--- src/rtl/u8u16_pkg.sv ---
// shared types and constants for the utf-8 to utf-16 lossy decoder
// no dependencies; used by the decoder top level, the window and the decode unit
package u8u16_pkg;

    localparam int unsigned WIN_DEPTH = 4;
    localparam int unsigned CNT_W     = 3;

    localparam logic [15:0] C_REPL      = 16'hFFFD;
    localparam logic [20:0] C_MAX_CP    = 21'h10FFFF;
    localparam logic [20:0] C_SUPP_BASE = 21'h010000;
    localparam logic [15:0] C_SURR_HI   = 16'hD800;
    localparam logic [15:0] C_SURR_LO   = 16'hDC00;
    localparam logic [20:0] C_SURR_MIN  = 21'h00D800;
    localparam logic [20:0] C_SURR_MAX  = 21'h00DFFF;
    localparam logic [20:0] C_MIN_LEN2  = 21'h000080;
    localparam logic [20:0] C_MIN_LEN3  = 21'h000800;

    typedef logic [WIN_DEPTH-1:0][7:0] t_win;

    // outcome of one pass of the decode unit over the window head
    typedef enum logic [1:0] {
        K_EMPTY = 2'd0,
        K_WAIT  = 2'd1,
        K_EMIT1 = 2'd2,
        K_EMIT2 = 2'd3
    } t_kind;

    typedef struct packed {
        t_kind            kind;
        logic [15:0]      unit;
        logic [15:0]      unit_lo;
        logic [CNT_W-1:0] drop;
    } t_dec_res;

    typedef enum logic [2:0] {
        ST_IDLE = 3'b001,
        ST_STEP = 3'b010,
        ST_LOW  = 3'b100
    } t_state;

endpackage

--- src/rtl/utf8_to_utf16_lossy_decoder.sv ---
// a byte is taken while idle; each code unit is staged, then goes to the output register
// when the next unit is formed or the pass ends; one decode pass per cycle while the output
// register can take a word, and a surrogate pair goes through the low-surrogate state;
// the byte rate is set by the shared decode unit and the single output register; input
// is stalled while the window is being worked; reset: synchronous active low, clears
// sequencer, window count and output valid; held window bytes are not cleared
module utf8_to_utf16_lossy_decoder (
    input  logic        i_clk,
    input  logic        i_rst_n,
    input  logic        i_in_valid,
    output logic        o_in_stall,
    input  logic [7:0]  i_in_byte,
    input  logic        i_in_last,
    output logic        o_out_valid,
    input  logic        i_out_stall,
    output logic [15:0] o_out_unit,
    output logic        o_out_run_last,
    output logic        o_out_stream_last
);

    u8u16_pkg::t_state              r_state, n_state;
    u8u16_pkg::t_win                win_bytes;
    logic [u8u16_pkg::CNT_W-1:0]    win_count;
    u8u16_pkg::t_dec_res            dec;

    // staged word: held back one pass so that run_last is known when it leaves
    logic        r_sv, n_sv;
    logic [15:0] r_su, n_su;
    logic [15:0] r_lo, n_lo;
    logic        r_last, n_last;

    // output register
    logic        r_ov;
    logic [15:0] r_ou;
    logic        r_orl;
    logic        r_osl;

    logic        ofree;
    logic        push;
    logic        push_rl;
    logic        push_sl;
    logic        win_push;
    logic        win_drop;

    u8u16_win u_win (
        .i_clk    (i_clk),
        .i_rst_n  (i_rst_n),
        .i_push   (win_push),
        .i_byte   (i_in_byte),
        .i_drop   (win_drop),
        .i_drop_n (dec.drop),
        .o_bytes  (win_bytes),
        .o_count  (win_count)
    );

    u8u16_dec u_dec (
        .i_bytes (win_bytes),
        .i_count (win_count),
        .i_last  (r_last),
        .o_res   (dec)
    );

    // output register can take a word this cycle
    assign ofree = !r_ov || !i_out_stall;

    always_comb begin
        n_state  = r_state;
        n_sv     = r_sv;
        n_su     = r_su;
        n_lo     = r_lo;
        n_last   = r_last;
        push     = 1'b0;
        push_rl  = 1'b0;
        push_sl  = 1'b0;
        win_push = 1'b0;
        win_drop = 1'b0;

        unique case (r_state)
            u8u16_pkg::ST_IDLE: begin
                if (i_in_valid) begin
                    win_push = 1'b1;
                    n_last   = i_in_last;
                    n_state  = u8u16_pkg::ST_STEP;
                end
            end
            u8u16_pkg::ST_STEP: begin
                case (dec.kind) inside
                    u8u16_pkg::K_EMPTY, u8u16_pkg::K_WAIT: begin
                        // pass ends: the staged word is the last of this byte
                        if (!r_sv) begin
                            n_state = u8u16_pkg::ST_IDLE;
                        end else if (ofree) begin
                            push    = 1'b1;
                            push_rl = 1'b1;
                            push_sl = r_last;
                            n_sv    = 1'b0;
                            n_state = u8u16_pkg::ST_IDLE;
                        end
                    end
                    default: begin
                        if (!r_sv || ofree) begin
                            push     = r_sv;
                            n_sv     = 1'b1;
                            n_su     = dec.unit;
                            n_lo     = dec.unit_lo;
                            win_drop = 1'b1;
                            if (dec.kind == u8u16_pkg::K_EMIT2) begin
                                n_state = u8u16_pkg::ST_LOW;
                            end
                        end
                    end
                endcase
            end
            u8u16_pkg::ST_LOW: begin
                // high surrogate leaves, low surrogate is staged
                if (ofree) begin
                    push    = 1'b1;
                    n_su    = r_lo;
                    n_state = u8u16_pkg::ST_STEP;
                end
            end
            default: n_state = u8u16_pkg::ST_IDLE;
        endcase
    end

    always_ff @(posedge i_clk) begin
        if (!i_rst_n) begin
            r_state <= u8u16_pkg::ST_IDLE;
            r_sv    <= 1'b0;
            r_last  <= 1'b0;
        end else begin
            r_state <= n_state;
            r_sv    <= n_sv;
            r_last  <= n_last;
        end
    end

    always_ff @(posedge i_clk) begin
        r_su <= n_su;
        r_lo <= n_lo;
    end

    always_ff @(posedge i_clk) begin
        if (!i_rst_n) begin
            r_ov <= 1'b0;
        end else if (push) begin
            r_ov <= 1'b1;
        end else if (!i_out_stall) begin
            r_ov <= 1'b0;
        end
    end

    always_ff @(posedge i_clk) begin
        if (push) begin
            r_ou  <= r_su;
            r_orl <= push_rl;
            r_osl <= push_sl;
        end
    end

    assign o_in_stall        = (r_state != u8u16_pkg::ST_IDLE);
    assign o_out_valid       = r_ov;
    assign o_out_unit        = r_ou;
    assign o_out_run_last    = r_orl;
    assign o_out_stream_last = r_osl;

endmodule

--- src/rtl/u8u16_win.sv ---
// four-byte window of held input bytes with append and front drop
// depends on u8u16_pkg
module u8u16_win (
    input  logic                       i_clk,
    input  logic                       i_rst_n,
    input  logic                       i_push,
    input  logic [7:0]                 i_byte,
    input  logic                       i_drop,
    input  logic [u8u16_pkg::CNT_W-1:0] i_drop_n,
    output u8u16_pkg::t_win            o_bytes,
    output logic [u8u16_pkg::CNT_W-1:0] o_count
);

    u8u16_pkg::t_win               r_bytes;
    logic [u8u16_pkg::CNT_W-1:0]   r_count;

    // held bytes, no reset: only entries below the count are read
    always_ff @(posedge i_clk) begin
        if (i_push && r_count < 3'd4) begin
            r_bytes[r_count[1:0]] <= i_byte;
        end else if (i_drop) begin
            case (i_drop_n)
                3'd1: r_bytes <= {8'h00, r_bytes[3:1]};
                3'd2: r_bytes <= {16'h0000, r_bytes[3:2]};
                3'd3: r_bytes <= {24'h000000, r_bytes[3]};
                default: r_bytes <= r_bytes;
            endcase
        end
    end

    always_ff @(posedge i_clk) begin
        if (!i_rst_n) begin
            r_count <= '0;
        end else if (i_push && r_count < 3'd4) begin
            r_count <= r_count + 3'd1;
        end else if (i_drop) begin
            if (i_drop_n >= r_count) begin
                r_count <= '0;
            end else begin
                r_count <= r_count - i_drop_n;
            end
        end
    end

    assign o_bytes = r_bytes;
    assign o_count = r_count;

endmodule

--- src/rtl/u8u16_dec.sv ---
// decode unit: classifies the sequence at the window head and forms code units
// depends on u8u16_pkg
module u8u16_dec (
    input  u8u16_pkg::t_win             i_bytes,
    input  logic [u8u16_pkg::CNT_W-1:0] i_count,
    input  logic                        i_last,
    output u8u16_pkg::t_dec_res         o_res
);

    always_comb begin
        logic [7:0]  b0, b1, b2, b3;
        logic [2:0]  len;
        logic        cont_ok;
        logic        ok;
        logic [20:0] code;
        logic [20:0] s;

        b0 = i_bytes[0];
        b1 = i_bytes[1];
        b2 = i_bytes[2];
        b3 = i_bytes[3];

        if (!b0[7])                 len = 3'd1;
        else if (b0[7:5] == 3'b110) len = 3'd2;
        else if (b0[7:4] == 4'b1110) len = 3'd3;
        else if (b0[7:3] == 5'b11110) len = 3'd4;
        else                        len = 3'd0;

        unique case (len)
            3'd2: begin
                cont_ok = (b1[7:6] == 2'b10);
                code    = {10'd0, b0[4:0], b1[5:0]};
            end
            3'd3: begin
                cont_ok = (b1[7:6] == 2'b10) && (b2[7:6] == 2'b10);
                code    = {5'd0, b0[3:0], b1[5:0], b2[5:0]};
            end
            3'd4: begin
                cont_ok = (b1[7:6] == 2'b10) && (b2[7:6] == 2'b10)
                       && (b3[7:6] == 2'b10);
                code    = {b0[2:0], b1[5:0], b2[5:0], b3[5:0]};
            end
            default: begin
                cont_ok = 1'b1;
                code    = {13'd0, b0};
            end
        endcase

        ok = cont_ok;
        if ((len == 3'd2 && code < u8u16_pkg::C_MIN_LEN2) ||
            (len == 3'd3 && code < u8u16_pkg::C_MIN_LEN3) ||
            (len == 3'd4 && code < u8u16_pkg::C_SUPP_BASE)) begin
            ok = 1'b0;
        end
        if (code > u8u16_pkg::C_MAX_CP ||
            (code >= u8u16_pkg::C_SURR_MIN && code <= u8u16_pkg::C_SURR_MAX)) begin
            ok = 1'b0;
        end

        s = code - u8u16_pkg::C_SUPP_BASE;

        o_res.kind    = u8u16_pkg::K_EMIT1;
        o_res.unit    = u8u16_pkg::C_REPL;
        o_res.unit_lo = u8u16_pkg::C_SURR_LO + {6'd0, s[9:0]};
        o_res.drop    = 3'd1;

        if (i_count == 3'd0) begin
            o_res.kind = u8u16_pkg::K_EMPTY;
        end else if (len == 3'd0) begin
            // bad lead byte, drop it alone
            o_res.kind = u8u16_pkg::K_EMIT1;
        end else if (i_count < len) begin
            if (i_last) begin
                // truncated at end of string, drop everything held
                o_res.kind = u8u16_pkg::K_EMIT1;
                o_res.drop = i_count;
            end else begin
                o_res.kind = u8u16_pkg::K_WAIT;
            end
        end else if (!ok) begin
            o_res.kind = u8u16_pkg::K_EMIT1;
        end else if (code > 21'h00FFFF) begin
            o_res.kind = u8u16_pkg::K_EMIT2;
            o_res.unit = u8u16_pkg::C_SURR_HI + {6'd0, s[19:10]};
            o_res.drop = len;
        end else begin
            o_res.kind = u8u16_pkg::K_EMIT1;
            o_res.unit = code[15:0];
            o_res.drop = len;
        end
    end

endmodule

--- config.mk ---
export PLATFORM = sky130hd
export DESIGN_NAME = utf8_to_utf16_lossy_decoder
export DESIGN_NICKNAME = d
export VERILOG_FILES = /design/src/rtl/u8u16_pkg.sv /design/src/rtl/utf8_to_utf16_lossy_decoder.sv /design/src/rtl/u8u16_win.sv /design/src/rtl/u8u16_dec.sv
export SDC_FILE = /design/constraint.sdc
export NUM_CORES = 1
export LEC_CHECK = 0
export ABC_AREA = 1
export BUFFER_PORTS_ARGS = -buffer_cell sky130_fd_sc_hd__buf_2
export CAP_MARGIN = 20
export CORE_ASPECT_RATIO = 1.1
export CORE_UTILIZATION = 61
export CTS_CLUSTER_DIAMETER = 150
export CTS_CLUSTER_SIZE = 8
export DETAILED_ROUTE_END_ITERATION = 6
export PLACE_DENSITY = 0.8
export SKIP_CTS_REPAIR_TIMING = 1
export SLEW_MARGIN = 20
export SYNTH_ARGS = -nofsm -noshare
export SYNTH_HDL_FRONTEND = slang
export SYNTH_HIERARCHICAL = 1
export SYNTH_SLANG_ARGS = --single-unit
--- constraint.sdc ---
create_clock -name i_clk -period 6.3 [get_ports i_clk]
set_input_delay 0.945 -clock i_clk [delete_from_list [all_inputs] [get_ports i_clk]]
set_output_delay 0.945 -clock i_clk [all_outputs]
set_load 0.02 [all_outputs]
* Word level (Yosys, flattened, before mapping)
Index checks and enable logic that the tools add are counted.
Operators by class: eq/ne operators 26, $mul 0, add/subtract/negate cells 5, mux-type cells 60, reduce and logical (&&, ||, !) cells 32, bitwise operators 1, divide/modulo/power cells 0, $lt $le $gt $ge 12, shift-type cells 0
Operator list (number):
- $mux W16 | 7
- $pmux W32 S3 | 1
- $mux W32 | 2
- $pmux W21 S3 | 1
- $mux W3 | 19
- $add A15 B11 Y16 const A | 2
- $bwmux W32 | 1
- $pmux W16 S2 | 1
- $ge A21 B16 Y1 const B | 1
- $gt A21 B16 Y1 const B | 1
- $gt A21 B21 Y1 const B | 1
- $le A21 B16 Y1 const B | 1
- $lt A21 B12 Y1 const B | 1
- $lt A21 B17 Y1 const B | 1
- $lt A21 B8 Y1 const B | 1
- $sub A20 B17 Y20 const B | 1
- $mux W1 | 17
- $mux W17 | 1
- $demux W8 S2 | 1
- $eq A3 B2 Y1 const B | 5
- $mux W2 | 5
- $eq A3 B3 Y1 const B | 3
- $pmux W3 S3 | 1
- $eq A2 B2 Y1 const B | 4
- 32 further kinds | 57
Word-level totals: input bits 13, register bits 91, latch bits 0, memories kept 0, RAM bits 0, memory bits (read-only) 0

* Longest topological paths before layout
Gate-level depths: netlist of the first run.
word-level depth 23, depth in mapped cells 26, depth with buffers taken out 25

* Cells and area by module
Netlist of the first run, hierarchy kept.
By module, submodules not included:
- utf8_to_utf16_lossy_decoder | instances 1, seq. area each 1621.6 um^2, area each 2080.7 um^2, cells an instance 163
- u8u16_win | instances 1, seq. area each 1021.0 um^2, area each 2065.7 um^2, cells an instance 247
- u8u16_dec | instances 1, seq. area each 0.0 um^2, area each 1417.6 um^2, cells an instance 278

* Least setup slack after synthesis of the first run
OpenSTA, ideal clock, no wires.
path kind reg2reg, from register u_win.r_bytes, in the netlist u_win/o_bytes[7], to register u_win.r_bytes, in the netlist u_win/o_bytes[0], enable pin, arrival 3.285 ns, clock period less this slack 3.660 ns, slack 2.640 ns, data required time 5.925 ns, stages on the path, launching flop included 18, cells stage by stage edfxtp_1 > nand2_1 > inv_2 > buf_2 > nand2_1 > ha_1 > nand3_1 > nand2_1 > o31ai_1 > inv_1 > inv_1 > nor2_2 > inv_1 > nor2_1 > inv_1 > nand2_1 > o21ai_2 > a21oi_1
RTL lines:
- from (decl) | line u8u16_win.sv:14 | u8u16_pkg::t_win r_bytes;
- from (signal, indexed assignment) | line u8u16_win.sv:20 | r_bytes[r_count[1:0]] <= i_byte;
- from (signal assigned) | line u8u16_win.sv:23 | 3'd1: r_bytes <= {8'h00, r_bytes[3:1]};
- from (signal assigned) | line u8u16_win.sv:24 | 3'd2: r_bytes <= {16'h0000, r_bytes[3:2]};

==> results.sh, run 1 <==
export IMPL_max_stage_delay_ns=0.65
export IMPL_combPwrFrac_pct=30.1
export IMPL_numCtsBuffers=9
export IMPL_slowest_stage="a21oi_1"
export IMPL_synth_ff_type="edfxtp_1"
export IMPL_drt_wl_total_um=14800
export IMPL_ant_nets=0
export IMPL_worst_setup_path_end_kind="flip-flop"
export IMPL_max_freq_mhz=210
export IMPL_p_int_mw=1.09
export IMPL_yosysTopAreaCellShare_pct=44.3
export IMPL_start_kind="flip-flop"
export IMPL_outcome="completed"
export IMPL_grt_usage_pct=33.0
export IMPL_setup_viol=0
export IMPL_yosysMostFrequentCell="nand2_1"
export IMPL_p_sw_mw=0.681
export IMPL_ys_types=43
export IMPL_hold_viol_final=0
export IMPL_synth_common_cells="nand2_1 (214), nand3_1 (93), edfxtp_1 (82), inv_1 (70), nor2_1 (49)"
export IMPL_die_width_um=93.1
export IMPL_io_buffers=32
export IMPL_clk_latency_ns=0.38
export IMPL_finClkSkew_ns=0.0127
export IMPL_r2r_slack_ns=1.54
export IMPL_tritoncts="yes"
export IMPL_switching_share_pct=38.4
export IMPL_hpwl_um=11100
export IMPL_rsz0062_at_grt="false"
export IMPL_crit_start="u_win/o_bytes[4]"
export IMPL_top_level_ports=33
export IMPL_grt_pass1_vias=4521
export IMPL_die_area_mm2=0.00951
export IMPL_crit_path_end="u_win/o_bytes[21]"
export IMPL_die_y_um=102
export IMPL_start_util_pct=62.7
export IMPL_gp_congestion=0.944
export IMPL_hold_slack_ns=0.429
export IMPL_async_flop_share_pct=0
export IMPL_clockBufferDepth=2
export IMPL_min_period_over_period_pct=75.5
export IMPL_reg2reg_depth=15
export IMPL_netlist_area_mm2=0.00556
export IMPL_worstPathCellList="nor2_4, nand2_1, o21ai_0, nand2_1, inv_1, nand4_1, nor2_2, nor2_1, a21oi_4, nand3_1, a21oi_1, nand2_2, nand2_4, o21ai_2, a21oi_1"
export IMPL_crit_type="reg2reg"
export IMPL_seqCellArea_mm2=0.00264
export IMPL_multiInputGateArea_mm2=0.00245
export IMPL_fill_cells=738
export IMPL_layout_drive_gt1_share_pct=13.5
export IMPL_final_core_util_pct=66.6
export IMPL_drv_cap=0
export IMPL_r2r_start="u_win/o_bytes[4]"
export IMPL_p_leak_nw=2.54
export IMPL_grt_max_degree=35
export IMPL_tightest_slew_ns=1.01
export IMPL_wl_per_cell_um=17.8
export IMPL_grt_pass1_wl_um=23200
export IMPL_firstDrtPassIters=5
export IMPL_fp_row_count=36
export IMPL_synthTopCellsByArea="edfxtp_1 (44%), nand2_1 (14%), nand3_1 (8.4%), inv_1 (4.7%), nor2_1 (3.3%)"
export IMPL_p_seq_share_pct=46.8
export IMPL_whs_path_depth=0
export IMPL_synth_edf_count=82
export IMPL_core_mm2=0.00887
export IMPL_final_cell_area_mm2=0.00591
export IMPL_power_density_mw_per_mm2=300
export IMPL_clock_power_share_pct=23.1
export IMPL_post_dp_cell_area_mm2=0.00571
export IMPL_syn_to_final_growth_pct=6.25
export IMPL_path_max_fanout=16
export IMPL_reg2reg_to="u_win/o_bytes[21]"
export IMPL_cts_sinks=91
export IMPL_cts_root_buf="clkbuf_8"
export IMPL_cp_arrival_ns=4.76
export IMPL_maxSlewViolCount=0
export IMPL_total_power_mw=1.77
export IMPL_globalRouteOverflowTotal=0
export IMPL_dr_first_iter_drc_count=351
export IMPL_hold_class="reg2reg"
export IMPL_vdd_drop_max_mv=0.187
export IMPL_syn_inst=688
export IMPL_vias=4804
export IMPL_synth_seq_cells=91
export IMPL_drc=0
export IMPL_vias_per_cell=5.79
export IMPL_antenna_found_initial=0
export IMPL_cp_data_required_time_ns=6.30
export IMPL_n_antenna_cell=0
export IMPL_ys_warn_count=6
export IMPL_h_tree_depth=3
export IMPL_synth_area_per_cell_um2=8.09
export IMPL_period_minus_slack_ns=4.76
export IMPL_tns_ns=0
export IMPL_slew_headroom_pct=33.0
export IMPL_synth_top_area_cell="edfxtp_1"
export IMPL_seq_area_frac_synth_pct=47.5
export IMPL_clk_pin_slew_ns=0.09
export IMPL_final_nets=736
[area by class of cell]
class                      count  share of cell area [%]
clock inverter                 7                    1.29
sequential                    91                    44.7
timing repair buffer          34                    2.96
tap                          114                    2.41
clock buffer                   9                    2.10
inverter                      80                    5.14
multi-input combinational    495                    41.4
[metrics by stage]
stage / cells / worst slack [ns]
after floorplan: 692 / 2.64
after global placement: 814 / 1.64
after detailed placement: 814 / 1.61
after CTS: 830 / 1.61
after global routing: 830 / 1.19
final: 830 / 1.54
[cells by family after synthesis]
logic type,after synthesis,share of synthesized area (%)
xor+xnor,2,0.315
simple gates,406,33.3
buf+inv,106,8.79
other cells,2,0.135
compound gates,69,7.11
fa+ha+maj,12,2.83
flops,91,47.5
[layout by cell type (no fill, tap or decap), types with 2 or more instances in the layout]
cell,Yosys,routed
nand2_1,214,214
nand3_1,93,93
edfxtp_1,82,82
inv_1,70,70
nor2_1,49,49
buf_2,9,32
a21oi_1,26,26
o21ai_0,25,25
nand2_2,11,11
ha_1,11,11
nand4_1,10,10
clkbuf_8,0,9
dfxtp_1,9,9
inv_2,8,8
nor3_1,6,6
conb_1,2,6
nor2_2,5,5
o21ai_2,5,5
o31ai_1,5,5
o21ai_1,4,4
nand2_4,4,4
nand3_2,4,4
nor2_4,3,3
clkinv_4,0,2
clkinv_2,1,2
buf_4,9,2
xnor2_1,2,2
[how the worst min path moves through the flow]
stage | from | end | slack [ns]
after global routing | r_su[6] | o_out_unit[6] | 0.44
after global placement | r_su[14] | o_out_unit[14] | 0.40
final | r_su[13] | o_out_unit[13] | 0.43
after CTS | r_su[6] | o_out_unit[6] | 0.43
after floorplan | r_su[0] | o_out_unit[0] | 0.40
after detailed placement | r_su[13] | o_out_unit[13] | 0.41
[per-layer routing]
metal	vias to the layer above	GRT usage [%]	wire length [um]
li1	2317	-	-
met1	2217	37.3	5630
met2	219	59.6	7490
met3	51	3.42	816
met4	0	21.3	808
met5	-	0	0
[power groups by stage]
stage	clock [mW]	sequential, mW	combinational (mW)
final	0.409	0.830	0.533
after global routing	0.432	0.836	0.593
after CTS	0.412	0.827	0.523
after detailed placement	0	0.841	0.521
after global placement	0	0.840	0.507
after floorplan	0	0.808	0.410
[worst max-delay path: cells and delay by family, from the launching register on]
| family | cells | cell delay, ns |
|---|---|---|
| AND/OR/NAND/NOR | 9 | 1.74 |
| AO/OA/AOI/OAI | 5 | 1.95 |
| flip-flops | 1 | 0.52 |
| buffers and inverters | 1 | 0.17 |
[state kept, by name, summed over array words and instances, names as in the netlist]
register / cells
o_out_valid: 1
r_sv: 1
u_win/o_bytes: 32
r_state: 3
o_out_unit: 16
o_out_stream_last: 1
r_lo: 16
r_last: 1
u_win/o_count: 3
o_out_run_last: 1
r_su: 16
Power figures use the tool's default switching activity.
==> inputs of run 2 (changes only) <==
--- a/config.mk
+++ b/config.mk
@@ -5,7 +5,7 @@
 export SDC_FILE = /design/constraint.sdc
 export NUM_CORES = 1
 export LEC_CHECK = 0
-export ABC_AREA = 1
+export ABC_AREA = 0
 export BUFFER_PORTS_ARGS = -buffer_cell sky130_fd_sc_hd__buf_2
 export CAP_MARGIN = 20
 export CORE_ASPECT_RATIO = 1.1
==> constraint.sdc (replaced) <==
create_clock -name i_clk -period 4.9 [get_ports i_clk]
set_input_delay 0.735 -clock i_clk [delete_from_list [all_inputs] [get_ports i_clk]]
set_output_delay 0.735 -clock i_clk [all_outputs]
set_load 0.02 [all_outputs]
==> results.sh, run 2 <==
export IMPL_outcome="completed"
export IMPL_ys_warn_count=6
export IMPL_n_antenna_cell=0
export IMPL_fill_cells=703
export IMPL_hold_viol_final=0
export IMPL_pre_cts_ws_ns=0.632
export IMPL_worst_setup_path_end_kind="flip-flop"
export IMPL_tns_ns=0
export IMPL_clk_latency_ns=0.36
export IMPL_syn_to_final_growth_pct=7.01
export IMPL_h_tree_depth=3
export IMPL_io_buffers=32
export IMPL_fp_row_count=36
export IMPL_reg2reg_depth=11
export IMPL_rsz0062_at_grt="false"
export IMPL_antenna_found_initial=0
export IMPL_synth_seq_cells=91
export IMPL_setup_slack_ns=0.569
export IMPL_wl_per_cell_um=20.0
export IMPL_maxSlewViolCount=0
export IMPL_final_core_util_pct=67.2
export IMPL_firstDrtPassIters=4
export IMPL_seq_area_frac_synth_pct=47.6
export IMPL_start_kind="flip-flop"
export IMPL_finClkSkew_ns=0.0105
export IMPL_post_dp_cell_area_mm2=0.00571
export IMPL_ant_nets=0
export IMPL_grt_pass1_wl_um=20400
export IMPL_vias_per_cell=6.44
export IMPL_synth_ff_type="edfxtp_1"
export IMPL_gp_congestion=0.890
export IMPL_drt_wl_total_um=12900
export IMPL_top_level_ports=33
export IMPL_dr_first_iter_drc_count=316
export IMPL_setup_viol=0
export IMPL_slew_headroom_pct=30.6
export IMPL_yosysTopAreaCellShare_pct=44.4
export IMPL_async_flop_share_pct=0
export IMPL_layout_commonest_cell="edfxtp_1"
export IMPL_placed_cells=628
export IMPL_globalRouteOverflowTotal=0
export IMPL_vias=4140
export IMPL_synth_edf_count=82
export IMPL_power_density_mw_per_mm2=322
export IMPL_layout_common_cells="edfxtp_1 (82), buf_2 (32), nand2_1 (31), nor2_1 (27), a21oi_1 (22)"
export IMPL_cts_root_buf="clkbuf_8"
export IMPL_syn_inst=505
export IMPL_yosysMostFrequentCell="edfxtp_1"
export IMPL_clk_pin_slew_ns=0.09
export IMPL_drv_cap=0
export IMPL_period_minus_slack_ns=4.33
export IMPL_grt_max_degree=28
export IMPL_grt_pass1_vias=4020
export IMPL_grt_usage_pct=28.4
export IMPL_netlist_area_mm2=0.00555
export IMPL_whs_path_depth=0
export IMPL_hold_slack_ns=0.426
export IMPL_min_period_over_period_pct=88.4
export IMPL_fin_cells=643
export IMPL_clockBufferDepth=2
export IMPL_die_y_um=102
export IMPL_synth_common_cells="edfxtp_1 (82), nand2_1 (31), nor2_1 (27), a21oi_1 (22), inv_1 (21)"
export IMPL_ys_types=86
export IMPL_core_mm2=0.00883
export IMPL_final_nets=550
export IMPL_synth_area_per_cell_um2=11.0
export IMPL_largest_reg_flops=32
export IMPL_layout_drive_gt1_share_pct=18.3
export IMPL_drc=0
export IMPL_vdd_drop_max_mv=0.295
export IMPL_cp_arrival_ns=4.45
export IMPL_max_freq_mhz=231
export IMPL_numCtsBuffers=9
export IMPL_die_width_um=92.9
export IMPL_p_leak_nw=2.14
export IMPL_tightest_slew_ns=1.04
export IMPL_tritoncts="yes"
export IMPL_hpwl_um=9340
export IMPL_total_power_mw=1.91
export IMPL_path_max_fanout=25
export IMPL_die_area_mm2=0.00948
export IMPL_final_cell_area_mm2=0.00594
export IMPL_cts_sinks=91
export IMPL_crit_type="reg2reg"
export IMPL_synthTopCellsByArea="edfxtp_1 (44%), mux2i_1 (3.4%), dfxtp_1 (3.2%), mux2_2 (3.2%), ha_1 (2.5%)"
export IMPL_hold_class="reg2reg"
export IMPL_start_util_pct=62.8
export IMPL_synth_top_area_cell="edfxtp_1"
export IMPL_cp_data_required_time_ns=5.02
==> run 2: final timing paths <==
kind                         start               end  slack [ns]
setup / recovery  u_win/o_bytes[4]  u_win/o_bytes[9]        0.57
hold / removal             r_su[5]     o_out_unit[5]        0.43
hold reg to reg            r_su[5]     o_out_unit[5]        0.43
setup reg to reg  u_win/o_bytes[4]  u_win/o_bytes[9]        0.57
==> run 2: critical path, stage by stage, from the launching register on <==
cell and delay, ns:
edfxtp_1 0.88, nor2b_1 0.40, a41oi_1 0.16, nor4b_1 0.55
o211ai_1 0.21, a211oi_1 0.24, o21ai_1 0.17, nor3_4 0.25
a22o_1 0.27, nand2b_1 0.46, nor3_2 0.16, a221o_1 0.33
==> run 2: cells by family (layout without fill, tap and decap cells) <==
kind of cell	after synthesis	count (layout)	synth area share, %
AO/OA/AOI/OAI	123	123	17.0
XOR/XNOR	2	2	0.316
adder cells (fa/ha/maj)	12	12	2.84
buffers and inverters	59	79	5.71
flip-flops	91	91	47.6
multiplexers	35	35	6.68
other	2	6	0.135
AND/OR/NAND/NOR	181	181	19.7
==> run 2: final cells by class <==
class / count / area (um2) / share of cell area, %
Timing Repair Buffer: 42 / 235 / 3.96
Sequential cell: 91 / 2640 / 44.5
Clock buffer: 10 / 128 / 2.15
Tap cell: 114 / 143 / 2.40
Clock inverter: 5 / 103 / 1.73
Multi-Input combinational cell: 359 / 2600 / 43.9
Inverter: 22 / 82.6 / 1.39
==> run 2: where the power goes <==
part / switching (mW) / internal, mW / leakage (nW) / total, mW
clock: 0.252 / 0.335 / 0.114 / 0.587
combinational: 0.201 / 0.142 / 1.17 / 0.343
sequential: 0.0774 / 0.901 / 0.852 / 0.978
total: 0.530 / 1.38 / 2.14 / 1.91
==> run 2: layer usage <==
layer,track usage (%),part of all wire [%],vias up,wire [um]
met4,12.2,2.0,0,259
met2,49.7,51,161,6570
met1,35.0,42,2002,5380
met5,0,0,-,0
met3,4.54,5.0,22,648
li1,-,-,1955,-
